**config.mk**
```make
export PLATFORM = sky130hd
export DESIGN_NAME = lidar_sector_min_range
export DESIGN_NICKNAME = d
export VERILOG_FILES = /design/src/sv/lsmr_pkg.sv /design/src/sv/lsmr_front.sv /design/src/sv/lsmr_fifo.sv /design/src/sv/lsmr_back.sv /design/src/sv/lidar_sector_min_range.sv
export SDC_FILE = /design/constraint.sdc
export NUM_CORES = 2
export LEC_CHECK = 0
export BUFFER_PORTS_ARGS = -buffer_cell sky130_fd_sc_hd__buf_2
export CORE_UTILIZATION = 65
export DETAILED_ROUTE_END_ITERATION = 10
export PLACE_DENSITY = 0.87
export SYNTH_ARGS = -nofsm -noshare
export SYNTH_HDL_FRONTEND = slang
export SYNTH_SLANG_ARGS = --single-unit
```
**constraint.sdc**
```tcl
create_clock -name i_clk -period 13.7 [get_ports i_clk]
set_input_delay 2.74 -clock i_clk [delete_from_list [all_inputs] [get_ports i_clk]]
set_output_delay 2.74 -clock i_clk [all_outputs]
set_load 0.05 [all_outputs]
```
**src/sv/lsmr_pkg.sv**
```systemverilog
package lsmr_pkg;

    localparam logic [31:0] NONE_SEEN  = 32'hFFFF_FFFF;
    localparam int          SQRT_STEPS = 16;
    localparam int          NUM_SECTORS = 3;

    localparam logic [15:0]        RST_OBSTACLE    = 16'd1000;
    localparam logic [14:0]        RST_HALF_WIDTH  = 15'd600;
    localparam logic [15:0]        RST_MAX_RANGE   = 16'd10000;
    localparam logic [15:0]        RST_MIN_RANGE   = 16'd50;
    localparam logic [14:0]        RST_LAT_MARGIN  = 15'd150;
    localparam logic signed [15:0] RST_FORE_MIN    = -16'sd500;
    localparam logic signed [15:0] RST_FORE_MAX    = 16'sd2000;

    typedef enum logic [2:0] {
        REG_OBSTACLE   = 3'd0,
        REG_HALF_WIDTH = 3'd1,
        REG_MAX_RANGE  = 3'd2,
        REG_MIN_RANGE  = 3'd3,
        REG_LAT_MARGIN = 3'd4,
        REG_FORE_MIN   = 3'd5,
        REG_FORE_MAX   = 3'd6
    } t_reg_idx;

    typedef struct packed {
        logic signed [15:0] pos_x_mm;
        logic signed [15:0] pos_y_mm;
        logic signed [15:0] pos_z_mm;
        logic               point_valid;
        logic               frame_last;
    } t_point;

    typedef struct packed {
        logic [15:0] front_range_mm;
        logic [15:0] left_range_mm;
        logic [15:0] right_range_mm;
        logic        front_blocked;
    } t_result;

    typedef struct packed {
        logic [15:0]        obstacle_distance_mm;
        logic [14:0]        front_half_width_mm;
        logic [15:0]        max_range_mm;
        logic [15:0]        min_range_mm;
        logic [14:0]        side_lateral_margin_mm;
        logic signed [15:0] side_fore_min_mm;
        logic signed [15:0] side_fore_max_mm;
    } t_cfg;

    typedef struct packed {
        logic [31:0] front_sq;
        logic [31:0] left_sq;
        logic [31:0] right_sq;
    } t_mins;

endpackage

```
**src/sv/lsmr_front.sv**
```systemverilog
module lsmr_front
    import lsmr_pkg::*;
(
    input  logic   i_clk,
    input  logic   i_rst_n,
    input  t_cfg   i_cfg,
    input  logic   i_in_valid,
    output logic   o_in_ready,
    input  t_point i_in_data,
    output logic   o_push,
    output t_mins  o_push_data,
    input  logic   i_full
);

    logic        r_s1_valid;
    logic        r_s1_last;
    logic        r_s1_pv;
    logic [31:0] r_sq_x;
    logic [31:0] r_sq_y;
    logic [31:0] r_sq_z;
    logic        r_in_front;
    logic        r_in_left;
    logic        r_in_right;
    logic [31:0] r_lo_sq;
    logic [31:0] r_hi_sq;
    logic [31:0] r_front_min;
    logic [31:0] r_left_min;
    logic [31:0] r_right_min;

    logic [15:0]        ax, ay, az;
    logic               fore_ok;
    logic signed [16:0] y_ext, m_pos, m_neg;
    logic               s1_adv;
    logic [31:0]        sq;
    logic               gate;
    logic [31:0]        n_front_min, n_left_min, n_right_min;

    always_comb begin
        ax = i_in_data.pos_x_mm[15] ? (~i_in_data.pos_x_mm + 16'd1) : i_in_data.pos_x_mm;
        ay = i_in_data.pos_y_mm[15] ? (~i_in_data.pos_y_mm + 16'd1) : i_in_data.pos_y_mm;
        az = i_in_data.pos_z_mm[15] ? (~i_in_data.pos_z_mm + 16'd1) : i_in_data.pos_z_mm;
        fore_ok = (i_in_data.pos_x_mm > i_cfg.side_fore_min_mm) &&
                  (i_in_data.pos_x_mm < i_cfg.side_fore_max_mm);
        y_ext = {i_in_data.pos_y_mm[15], i_in_data.pos_y_mm};
        m_pos = $signed({2'b00, i_cfg.side_lateral_margin_mm});
        m_neg = -m_pos;
    end

    // a last word waits in stage one until the queue has room
    assign s1_adv     = !(r_s1_valid && r_s1_last && i_full);
    assign o_in_ready = s1_adv;

    always_comb begin
        sq   = r_sq_x + r_sq_y + r_sq_z;
        gate = r_s1_pv && (sq >= r_lo_sq) && (sq <= r_hi_sq);
        n_front_min = (gate && r_in_front && sq < r_front_min) ? sq : r_front_min;
        n_left_min  = (gate && r_in_left  && sq < r_left_min)  ? sq : r_left_min;
        n_right_min = (gate && r_in_right && sq < r_right_min) ? sq : r_right_min;
        o_push      = r_s1_valid && r_s1_last && !i_full;
        o_push_data = '{front_sq: n_front_min, left_sq: n_left_min, right_sq: n_right_min};
    end

    always_ff @(posedge i_clk) begin
        // gate limits follow config registers; the user must change them only while idle (unchecked)
        r_lo_sq <= {16'd0, i_cfg.min_range_mm} * {16'd0, i_cfg.min_range_mm};
        r_hi_sq <= {16'd0, i_cfg.max_range_mm} * {16'd0, i_cfg.max_range_mm};
        if (o_in_ready) begin
            r_s1_last  <= i_in_data.frame_last;
            r_s1_pv    <= i_in_data.point_valid;
            r_sq_x     <= {16'd0, ax} * {16'd0, ax};
            r_sq_y     <= {16'd0, ay} * {16'd0, ay};
            r_sq_z     <= {16'd0, az} * {16'd0, az};
            r_in_front <= !i_in_data.pos_x_mm[15] && (i_in_data.pos_x_mm != 16'sd0) &&
                          ({1'b0, ay} < {2'b00, i_cfg.front_half_width_mm});
            r_in_left  <= fore_ok && (y_ext > m_pos);
            r_in_right <= fore_ok && (y_ext < m_neg);
        end
        if (!i_rst_n) begin
            r_s1_valid  <= 1'b0;
            r_front_min <= NONE_SEEN;
            r_left_min  <= NONE_SEEN;
            r_right_min <= NONE_SEEN;
        end else begin
            if (o_in_ready) begin
                r_s1_valid <= i_in_valid;
            end
            if (r_s1_valid && s1_adv) begin
                if (r_s1_last) begin
                    r_front_min <= NONE_SEEN;
                    r_left_min  <= NONE_SEEN;
                    r_right_min <= NONE_SEEN;
                end else begin
                    r_front_min <= n_front_min;
                    r_left_min  <= n_left_min;
                    r_right_min <= n_right_min;
                end
            end
        end
    end

endmodule

```
**src/sv/lsmr_fifo.sv**
```systemverilog
module lsmr_fifo
    import lsmr_pkg::*;
#(
    parameter int DEPTH = 4
) (
    input  logic  i_clk,
    input  logic  i_rst_n,
    input  logic  i_push,
    input  t_mins i_push_data,
    output logic  o_full,
    input  logic  i_pop,
    output t_mins o_head,
    output logic  o_empty
);

    localparam int AW = (DEPTH > 1) ? $clog2(DEPTH) : 1;
    localparam int CW = $clog2(DEPTH + 1);
    localparam logic [AW-1:0] LAST_PTR = AW'(DEPTH - 1);
    localparam logic [CW-1:0] FULL_CNT = CW'(DEPTH);

    t_mins         r_mem [DEPTH];
    logic [AW-1:0] r_wr_ptr;
    logic [AW-1:0] r_rd_ptr;
    logic [CW-1:0] r_count;

    logic do_push, do_pop;

    assign o_full  = (r_count == FULL_CNT);
    assign o_empty = (r_count == '0);
    assign o_head  = r_mem[r_rd_ptr];
    assign do_push = i_push && !o_full;
    assign do_pop  = i_pop && !o_empty;

    always_ff @(posedge i_clk) begin
        if (do_push) begin
            r_mem[r_wr_ptr] <= i_push_data;
        end
        if (!i_rst_n) begin
            r_wr_ptr <= '0;
            r_rd_ptr <= '0;
            r_count  <= '0;
        end else begin
            if (do_push) begin
                r_wr_ptr <= (r_wr_ptr == LAST_PTR) ? '0 : r_wr_ptr + AW'(1);
            end
            if (do_pop) begin
                r_rd_ptr <= (r_rd_ptr == LAST_PTR) ? '0 : r_rd_ptr + AW'(1);
            end
            if (do_push && !do_pop) begin
                r_count <= r_count + CW'(1);
            end else if (do_pop && !do_push) begin
                r_count <= r_count - CW'(1);
            end
        end
    end

endmodule

```
**src/sv/lsmr_back.sv**
```systemverilog
module lsmr_back
    import lsmr_pkg::*;
(
    input  logic    i_clk,
    input  logic    i_rst_n,
    input  t_cfg    i_cfg,
    input  logic    i_empty,
    input  t_mins   i_head,
    output logic    o_pop,
    output logic    o_out_valid,
    input  logic    i_out_ready,
    output t_result o_out_data
);

    typedef enum logic [1:0] {
        S_IDLE,
        S_RUN,
        S_WAIT
    } t_state;

    localparam logic [31:0] TOP_BIT  = 32'h4000_0000;
    localparam logic [3:0]  LAST_STEP = 4'(SQRT_STEPS - 1);
    localparam logic [1:0]  LAST_SEC  = 2'(NUM_SECTORS - 1);

    t_state      r_state;
    logic [31:0] r_rem;
    logic [31:0] r_res;
    logic [31:0] r_bit;
    logic [3:0]  r_step;
    logic [1:0]  r_sec;
    logic [31:0] r_q1, r_q2;
    logic        r_none_cur, r_none_q1, r_none_q2;
    logic        r_front_none;
    logic [15:0] r_rt_front, r_rt_left, r_rt_right;
    logic        r_out_valid;
    t_result     r_out_data;

    logic [31:0] trial;
    logic        ge;
    logic [31:0] n_res;
    logic [15:0] root;
    logic        out_free;

    always_comb begin
        trial    = r_res + r_bit;
        ge       = (r_rem >= trial);
        n_res    = ge ? ((r_res >> 1) + r_bit) : (r_res >> 1);
        root     = r_none_cur ? i_cfg.max_range_mm : n_res[15:0];
        out_free = !r_out_valid || i_out_ready;
        o_pop    = (r_state == S_IDLE) && !i_empty;
    end

    assign o_out_valid = r_out_valid;
    assign o_out_data  = r_out_data;

    always_ff @(posedge i_clk) begin
        if (!i_rst_n) begin
            r_state     <= S_IDLE;
            r_out_valid <= 1'b0;
        end else begin
            if (r_out_valid && i_out_ready) begin
                r_out_valid <= 1'b0;
            end
            unique case (r_state)
                S_IDLE: begin
                    if (!i_empty) begin
                        r_rem        <= i_head.front_sq;
                        r_q1         <= i_head.left_sq;
                        r_q2         <= i_head.right_sq;
                        r_none_cur   <= (i_head.front_sq == NONE_SEEN);
                        r_none_q1    <= (i_head.left_sq == NONE_SEEN);
                        r_none_q2    <= (i_head.right_sq == NONE_SEEN);
                        r_front_none <= (i_head.front_sq == NONE_SEEN);
                        r_res        <= '0;
                        r_bit        <= TOP_BIT;
                        r_step       <= '0;
                        r_sec        <= '0;
                        r_state      <= S_RUN;
                    end
                end
                S_RUN: begin
                    if (r_step == LAST_STEP) begin
                        // roots shift in from the right sector end
                        r_rt_right <= root;
                        r_rt_left  <= r_rt_right;
                        r_rt_front <= r_rt_left;
                        r_rem      <= r_q1;
                        r_q1       <= r_q2;
                        r_none_cur <= r_none_q1;
                        r_none_q1  <= r_none_q2;
                        r_res      <= '0;
                        r_bit      <= TOP_BIT;
                        r_step     <= '0;
                        r_sec      <= r_sec + 2'd1;
                        if (r_sec == LAST_SEC) begin
                            r_state <= S_WAIT;
                        end
                    end else begin
                        if (ge) begin
                            r_rem <= r_rem - trial;
                        end
                        r_res  <= n_res;
                        r_bit  <= r_bit >> 2;
                        r_step <= r_step + 4'd1;
                    end
                end
                S_WAIT: begin
                    if (out_free) begin
                        // floor root below obstacle distance is the same test as the square
                        r_out_data <= '{front_range_mm: r_rt_front,
                                        left_range_mm:  r_rt_left,
                                        right_range_mm: r_rt_right,
                                        front_blocked:  !r_front_none &&
                                            (r_rt_front < i_cfg.obstacle_distance_mm)};
                        r_out_valid <= 1'b1;
                        r_state     <= S_IDLE;
                    end
                end
                default: r_state <= S_IDLE;
            endcase
        end
    end

endmodule

```
**src/sv/lidar_sector_min_range.sv**
```systemverilog
// the point pipeline registers each point's squares, then one shared square root unit
// takes 16 steps for each of three sectors and then loads the output register
// throughput: one point a cycle unless a frame's last point waits for room in the queue;
// the frame queue holds QUEUE_DEPTH frames while the root unit is busy
// reset: synchronous, active low; registers return to their defaults, minima to none seen,
// queue and output empty
module lidar_sector_min_range
    import lsmr_pkg::*;
#(
    parameter int QUEUE_DEPTH = 4
) (
    input  logic        i_clk,
    input  logic        i_rst_n,
    input  logic        i_in_valid,
    output logic        o_in_ready,
    input  t_point      i_in_data,
    output logic        o_out_valid,
    input  logic        i_out_ready,
    output t_result     o_out_data,
    input  logic        psel,
    input  logic        penable,
    input  logic        pwrite,
    input  logic [4:0]  paddr,
    input  logic [31:0] pwdata,
    output logic [31:0] prdata,
    output logic        pready
);

    t_cfg     r_cfg;
    t_reg_idx reg_idx;
    logic     cfg_wr;
    logic     push, full, pop, empty;
    t_mins    push_data, head;

    assign pready  = 1'b1;
    assign cfg_wr  = psel && penable && pwrite;
    assign reg_idx = t_reg_idx'(paddr[4:2]);

    always_ff @(posedge i_clk) begin
        if (!i_rst_n) begin
            r_cfg.obstacle_distance_mm   <= RST_OBSTACLE;
            r_cfg.front_half_width_mm    <= RST_HALF_WIDTH;
            r_cfg.max_range_mm           <= RST_MAX_RANGE;
            r_cfg.min_range_mm           <= RST_MIN_RANGE;
            r_cfg.side_lateral_margin_mm <= RST_LAT_MARGIN;
            r_cfg.side_fore_min_mm       <= RST_FORE_MIN;
            r_cfg.side_fore_max_mm       <= RST_FORE_MAX;
        end else if (cfg_wr) begin
            unique case (reg_idx)
                REG_OBSTACLE:   r_cfg.obstacle_distance_mm   <= pwdata[15:0];
                REG_HALF_WIDTH: r_cfg.front_half_width_mm    <= pwdata[14:0];
                REG_MAX_RANGE:  r_cfg.max_range_mm           <= pwdata[15:0];
                REG_MIN_RANGE:  r_cfg.min_range_mm           <= pwdata[15:0];
                REG_LAT_MARGIN: r_cfg.side_lateral_margin_mm <= pwdata[14:0];
                REG_FORE_MIN:   r_cfg.side_fore_min_mm       <= $signed(pwdata[15:0]);
                REG_FORE_MAX:   r_cfg.side_fore_max_mm       <= $signed(pwdata[15:0]);
                default: ;
            endcase
        end
    end

    always_comb begin
        unique case (reg_idx)
            REG_OBSTACLE:   prdata = {16'd0, r_cfg.obstacle_distance_mm};
            REG_HALF_WIDTH: prdata = {17'd0, r_cfg.front_half_width_mm};
            REG_MAX_RANGE:  prdata = {16'd0, r_cfg.max_range_mm};
            REG_MIN_RANGE:  prdata = {16'd0, r_cfg.min_range_mm};
            REG_LAT_MARGIN: prdata = {17'd0, r_cfg.side_lateral_margin_mm};
            REG_FORE_MIN:   prdata = {16'd0, r_cfg.side_fore_min_mm};
            REG_FORE_MAX:   prdata = {16'd0, r_cfg.side_fore_max_mm};
            default:        prdata = '0;
        endcase
    end

    lsmr_front u_front (
        .i_clk       (i_clk),
        .i_rst_n     (i_rst_n),
        .i_cfg       (r_cfg),
        .i_in_valid  (i_in_valid),
        .o_in_ready  (o_in_ready),
        .i_in_data   (i_in_data),
        .o_push      (push),
        .o_push_data (push_data),
        .i_full      (full)
    );

    lsmr_fifo #(
        .DEPTH (QUEUE_DEPTH)
    ) u_fifo (
        .i_clk       (i_clk),
        .i_rst_n     (i_rst_n),
        .i_push      (push),
        .i_push_data (push_data),
        .o_full      (full),
        .i_pop       (pop),
        .o_head      (head),
        .o_empty     (empty)
    );

    lsmr_back u_back (
        .i_clk       (i_clk),
        .i_rst_n     (i_rst_n),
        .i_cfg       (r_cfg),
        .i_empty     (empty),
        .i_head      (head),
        .o_pop       (pop),
        .o_out_valid (o_out_valid),
        .i_out_ready (i_out_ready),
        .o_out_data  (o_out_data)
    );

endmodule

```
* After elaboration in Yosys (flattened, before gate mapping)
Memory sizes are Yosys's and may differ from the RTL's. A register that Yosys moved wholly into a read port is not among the register bits.
Index checks and enable logic that the tools add are counted.
** Operators by class
- Bitwise logic cells :: 4
- Multiplexer cells :: 53
- Eq/ne operators :: 21
- Add/sub/neg operators :: 15
- Order comparisons :: 12
- $mul :: 5
- Reductions and logical operators :: 55
** Operators by type and width (count)
- $mux 32 :: 15
- $pmux 32 s2 :: 4
- $mul 16x16->32 :: 5
- $pmux 16 s7 :: 1
- $add 32x32->32 :: 3
- $eq 32x32->1 const B :: 3
- $lt 32x32->1 :: 3
- $ge 32x32->1 :: 2
- $mux 16 :: 4
- $add 16x1->16 const B :: 3
- $not 16->16 :: 3
- $add 31x32->32 :: 1
- $gt 16x16->1 :: 2
- $le 32x32->1 :: 1
- $lt 16x16->1 :: 2
- $sub 32x32->32 :: 1
- $mux 31 :: 1
- $logic_and 1x1->1 :: 26
- $mux 2 :: 10
- $lt 16x17->1 :: 1
- $neg 15->17 :: 1
- $lt 16x15->1 :: 1
- $reduce_bool 16->1 :: 1
- $reduce_and 2->1 :: 7
- 28 further kinds :: 64
** Word-level totals
- Logic and storage cells :: 210
- Input bits :: 94
- Register bits :: 649
- Bits in writable memories :: 384
- Memories kept :: 1
** Memory list
- u_fifo.r_mem :: depth 4, bits a word 96, rd ports 1, clocked after Yosys merged registers in 1, wr ports 1, line lsmr_fifo.sv:21 : t_mins r_mem [DEPTH];

* Longest topological paths before layout
- Depth after elaboration :: 9
- Gate-level depth with buffers :: 33
- Mapped depth without buffers :: 32

* Cells and area by module
From an unflattened synthesis, not the netlist that was laid out.
** Unflattened totals
- Cells, all modules :: 7984
- Area total of the unflattened synthesis :: 85129.1 µm²
** By module, submodules not included
- lsmr_front :: instances 1, cells each 5646, area each 51740.9 µm²
- lsmr_fifo :: instances 1, cells each 553, area each 14332.5 µm²
- lsmr_back :: instances 1, cells each 1240, area each 13706.9 µm²
- lidar_sector_min_range :: instances 1, cells each 545, area each 5348.9 µm²

* Worst setup path after synthesis
Ideal clock, no wire load.
- Path type :: in2reg
- Start point :: input port i_in_data[34] (netlist name)
- End point :: register u_front.r_sq_x[29], data pin
- Data arrival time :: 10.360 ns
- Slack :: 3.083 ns
- Stages on the path :: 31
- Path buffers :: 1
- Cells stage by stage :: inv_1 > clkbuf_1 > ha_1 > nand2b_1 > nand2b_1 > o41ai_1 > xor2_1 > clkinv_1 > nand2_1 > inv_1 > fa_1 > inv_1 > fa_1 > inv_1 > fa_1 > fa_1 > fa_1 > inv_1 > fa_1 > inv_1 > ha_1 > a21o_1 > a21o_1 > a2111oi_0 > nor3_1 > or4_1 > a31oi_1 > nor2b_1 > o21ai_0 > nor2b_1 > xnor2_1
** Between the ends
- Word-level cells in the longest chain between the ends :: 4
** Ends and longest elaborated chain
- start: declaration :: line lidar_sector_min_range.sv:16 : input t_point i_in_data,
- $not 16->16 :: line lsmr_front.sv:39 : ax = i_in_data.pos_x_mm[15] ? (~i_in_data.pos_x_mm + 16'd1) : i_in_data.pos_x_mm;
- $add 16x1->16 :: line lsmr_front.sv:39
- $mux 16 * :: line lsmr_front.sv:39
- $mul 16x16->32 * :: line lsmr_front.sv:70 : r_sq_x <= {16'd0, ax} * {16'd0, ax};
- end signal: assignment :: line lsmr_front.sv:70
- end: declaration :: line lsmr_front.sv:18 : logic [31:0] r_sq_x;
Mark *: on every way between the ends. The rest lies on a longest branch, timed or not.
A chain may end at the register's enable or synchronous reset.

* Worst setup path after layout
- Start point :: input port i_in_data[18] (netlist name)
- End point :: register u_front.r_sq_y[27], data pin
** Between the ends
- Word-level cells in the longest chain between the ends :: 4
** Ends and longest elaborated chain
- $not 16->16 :: line lsmr_front.sv:40 : ay = i_in_data.pos_y_mm[15] ? (~i_in_data.pos_y_mm + 16'd1) : i_in_data.pos_y_mm;
- $add 16x1->16 :: line lsmr_front.sv:40
- $mux 16 * :: line lsmr_front.sv:40
- $mul 16x16->32 * :: line lsmr_front.sv:71 : r_sq_y <= {16'd0, ay} * {16'd0, ay};
- end signal: assignment :: line lsmr_front.sv:71
- end: declaration :: line lsmr_front.sv:19 : logic [31:0] r_sq_y;
Marked as above.

==> Implementation_results.wiki <==
{| class="wikitable"
! Metric !! Value
|-
| Global placement routability congestion || 0.9824
|-
| Delay of the slowest cell on the worst path || 0.68 ns
|-
| Vias per std cell || 6.216
|-
| Overflow left after global routing || 0
|-
| Number of flops mapped to enable cells by yosys || 733
|-
| Number of violations reported at the end of detailed-routing iteration 0 || 6811
|-
| Clk buf depth || 3
|-
| Core Rows || 131
|-
| Setup repair after global routing missed its margin || false
|-
| CP endpoint || u_front.r_sq_y[27]
|-
| Final critical path time including I/O delays and setup || 11.17 ns
|-
| Die outline area || 0.1307 mm²
|-
| Clk slew on worst S/H paths || 0.06 ns
|-
| Number of H-tree branching levels || 3
|-
| Synth warnings || 0
|-
| Worst Hold Class || reg2reg
|-
| Clock Root Buffer || clkbuf_16
|-
| Core Region || 0.1278 mm²
|-
| Effective utilization at floorplan || 0.6574
|-
| Layout cells sized above 1 || 0.08350
|-
| Critical Path Source || i_in_data[18]
|-
| Commonest register cell after synthesis || edfxtp_1
|-
| Kind of launch point of the worst setup path || primary input
|-
| Seq cells post-synth || 1014
|-
| Worst flop-to-flop path endpoint || u_front.r_left_min[30]
|-
| Reg-to-reg slack, setup || 5.00 ns
|-
| Final number of hold-violating endpoints || 0
|-
| Reg with most FFs || u_fifo.r_mem
|-
| Worst flop-to-flop path startpoint || u_front.r_sq_z[5]
|-
| DRT Pass-1 Iters || 6
|-
| Aggregate global-route resource usage || 0.3509
|-
| Number of max-cap violations || 0
|-
| Achievable Freq || 89.51 MHz
|-
| Post-detailed-placement half-perimeter wirelength || 171.1 mm
|-
| Number of antenna violations at the first check in global routing || 37
|-
| Clock tree from TritonCTS || done
|-
| Number of global-route vias before repair || 63890
|-
| Max_slew headroom || 0.1149
|-
| Total negative setup slack || 0 ns
|-
| Worst Setup End Kind || flip-flop
|-
| Worst-margin pin slew || 1.320 ns
|-
| Largest register FFs || 384
|-
| Clk sink count || 1014
|-
| Clock latency of the later-clocked register in the worst-skew pair || 0.74 ns
|-
| Count of mapped cells out of synthesis || 7937
|-
| Post-route DRC violation count || 0
|-
| Skew final || 0.08685 ns
|-
| Required time reported for the critical path endpoint || 14.11 ns
|-
| Endpoints failing setup || 0
|-
| Run status || finished, final reports clean
|-
| Count of instances resized after the clock tree is built || 0
|-
| Growth of design area from synthesis to finish || 7.830%
|-
| Synth async-reset ratio || 0
|-
| Worst-path maximum fanout || 15
|-
| X dimension of the die || 361.6 µm
|-
| Critical-path cell with the highest stage delay || xor2_1
|-
| Yosys cell types || 82
|-
| Critical path class || in2reg
|-
| Via count of the routed design || 61380
|-
| Data arrival time at the worst-slack endpoint || 11.58 ns
|-
| Total I/O pin count || 178
|-
| Routed wirelength normalized by instance count || 23.06 µm
|-
| Ratio of final minimum period to clock period || 0.8155
|-
| Slew Viols, Final || 0
|-
| Remaining antenna violation count || 0
|-
| Largest net degree at the start of global routing || 90
|-
| Final routed wirelength across all metal layers || 227.7 mm
|-
| Postcts setup bufs || 0
|-
| Worst R2R Path Depth || 22
|-
| Count of buffers inserted at the top-level ports || 142
|-
| CTS Hold Bufs || 0
|-
| Mean cell area of the mapped netlist || 10.59 µm²
|-
| Die height || 361.6 µm
|-
| Wire length of the first global-routing pass || 353.3 mm
|-
| Sequential cell area fraction in the yosys report || 0.3288
|-
| Cell Area, Synth || 0.08405 mm²
|-
| Inserted Clock Buffers || 107
|-
| Number of nets in the layout || 9897
|}
-- critical path: cells and delay by family --
family | cells | cell delay (ns)
XOR/XNOR | 2 | 0.76
AND/OR/NAND/NOR | 2 | 0.40
adder cells (fa/ha/maj) | 8 | 3.71
buffers and inverters | 8 | 1.68
AO/OA/AOI/OAI | 9 | 2.23
-- through the flow --
step / hold WS (ns) / utilization / worst slack [ns] / instance area (µm²) / instances
2_1_floorplan: 0.3945 / - / 3.083 / 84230 / 7986
4_1_cts: 0.4466 / 0.7087 / 2.632 / 90610 / 9866
3_3_place_gp: 0.4269 / 0.6803 / 2.095 / 86980 / 9668
6_report: 0.4490 / 0.7089 / 2.528 / 90630 / 9875
5_1_grt: 0.4476 / 0.7088 / 1.949 / 90620 / 9870
3_5_place_dp: 0.4276 / 0.6803 / 1.934 / 86980 / 9668
-- cells in the mapped netlist (11+ instances only) --
| library cell | number | share of area |
|---|---|---|
| clkinv_1 | 20 | 0.00089 |
| a21o_1 | 146 | 0.013 |
| a22oi_1 | 12 | 0.0011 |
| a211oi_1 | 28 | 0.0025 |
| buf_4 | 17 | 0.0015 |
| o21bai_1 | 36 | 0.0032 |
| or2_2 | 13 | 0.00097 |
| nor2b_1 | 49 | 0.0036 |
| nand4_1 | 77 | 0.0057 |
| buf_2 | 18 | 0.0011 |
| and3_1 | 33 | 0.0025 |
| o21ai_0 | 206 | 0.012 |
| nor4_1 | 15 | 0.0011 |
| and2_1 | 141 | 0.010 |
| o22a_1 | 60 | 0.0063 |
| nor2_1 | 451 | 0.020 |
| fa_1 | 850 | 0.20 |
| mux4_2 | 108 | 0.029 |
| dfxtp_1 | 281 | 0.067 |
| a31oi_1 | 39 | 0.0029 |
| clkbuf_1 | 181 | 0.0081 |
| mux2i_1 | 24 | 0.0029 |
| o31ai_1 | 18 | 0.0016 |
| xnor2_1 | 211 | 0.022 |
| o32a_1 | 26 | 0.0031 |
| a21oi_1 | 340 | 0.020 |
| o211ai_1 | 56 | 0.0050 |
| ha_1 | 838 | 0.12 |
| nand2b_1 | 61 | 0.0045 |
| nand3_1 | 67 | 0.0040 |
| or4_1 | 12 | 0.0011 |
| inv_1 | 1430 | 0.064 |
| buf_1 | 15 | 0.00067 |
| mux2_2 | 105 | 0.014 |
| xor2_1 | 123 | 0.013 |
| o41ai_1 | 11 | 0.0011 |
| o21a_1 | 47 | 0.0042 |
| edfxtp_1 | 733 | 0.26 |
| nand2_1 | 811 | 0.036 |
| or3_1 | 22 | 0.0016 |
| nor3_1 | 61 | 0.0036 |
| a2bb2oi_1 | 13 | 0.0014 |
-- cell families (layout without fill, tap and decap cells) --
kind of cell    after synthesis  count (layout)  synth area share
simple gates               1836            1836           0.09797
other cells                   2              60        0.00008935
flops                      1014            1014            0.3288
compound gates             1142            1142           0.08892
mux                         237             237           0.04587
buf+inv                    1684            1902           0.07632
fa+ha+maj                  1688            1688            0.3272
xor+xnor                    334             334           0.03481
-- cell usage in the layout, fill, tap and decap left out, types with 18 or more instances in the layout --
cell type,n
mux4_2,108
and3_1,32
ha_1,838
or3_1,21
mux2_2,105
o31ai_1,18
clkbuf_1,28
nand4_1,77
xor2_1,123
o21ai_0,206
nor3_1,57
mux2i_1,24
o32a_1,26
nor2_1,446
nand3_1,67
buf_4,110
inv_1,1429
a21o_1,146
xnor2_1,211
clkbuf_16,107
o21bai_1,36
conb_1,51
nand2_1,811
nor2b_1,49
a31oi_1,39
a211oi_1,28
clkinv_1,28
fa_1,850
buf_2,142
o21a_1,47
dfxtp_1,279
and2_1,137
edfxtp_1,733
o211ai_1,56
o22a_1,60
a21oi_1,338
nand2b_1,60
-- worst min-delay path by stage --
stage | startpoint | to | slack [ns] | cells after the start
floorplan | r_cfg[63] | u_front.r_hi_sq[0] | 0.39 | 0
global placement | u_back.r_rt_right[4] | u_back.o_out_data[5] | 0.43 | 0
detailed placement | u_back.r_rt_front[0] | u_back.o_out_data[33] | 0.43 | 0
CTS | u_back.r_rt_left[3] | u_back.o_out_data[20] | 0.45 | 0
global route | u_back.r_rt_left[12] | u_back.r_rt_front[12] | 0.45 | 0
finish | u_back.r_rt_left[3] | u_back.r_rt_front[3] | 0.45 | 0
-- routing by layer --
metal | global-route usage | share of wire
met5 | 0 | 0.0016
met4 | 0.1989 | 0.066
met3 | 0.09593 | 0.11
met2 | 0.5718 | 0.47
met1 | 0.4215 | 0.35
-- layout make-up --
class,count,area [µm²]
Antenna cell,9,22.52
Sequential cell,1014,27640
Clock inverter,53,705.7
Multi-Input combinational cell,5288,50270
Inverter,1452,5450
Clock buffer,145,2920
Tap cell,1662,2079
Timing Repair Buffer,252,1536
Fill cell,8500,37220
Power is left out: the tool's default activity adds up to more than one toggle a clock period on the data nets, which glitch-free logic cannot reach.
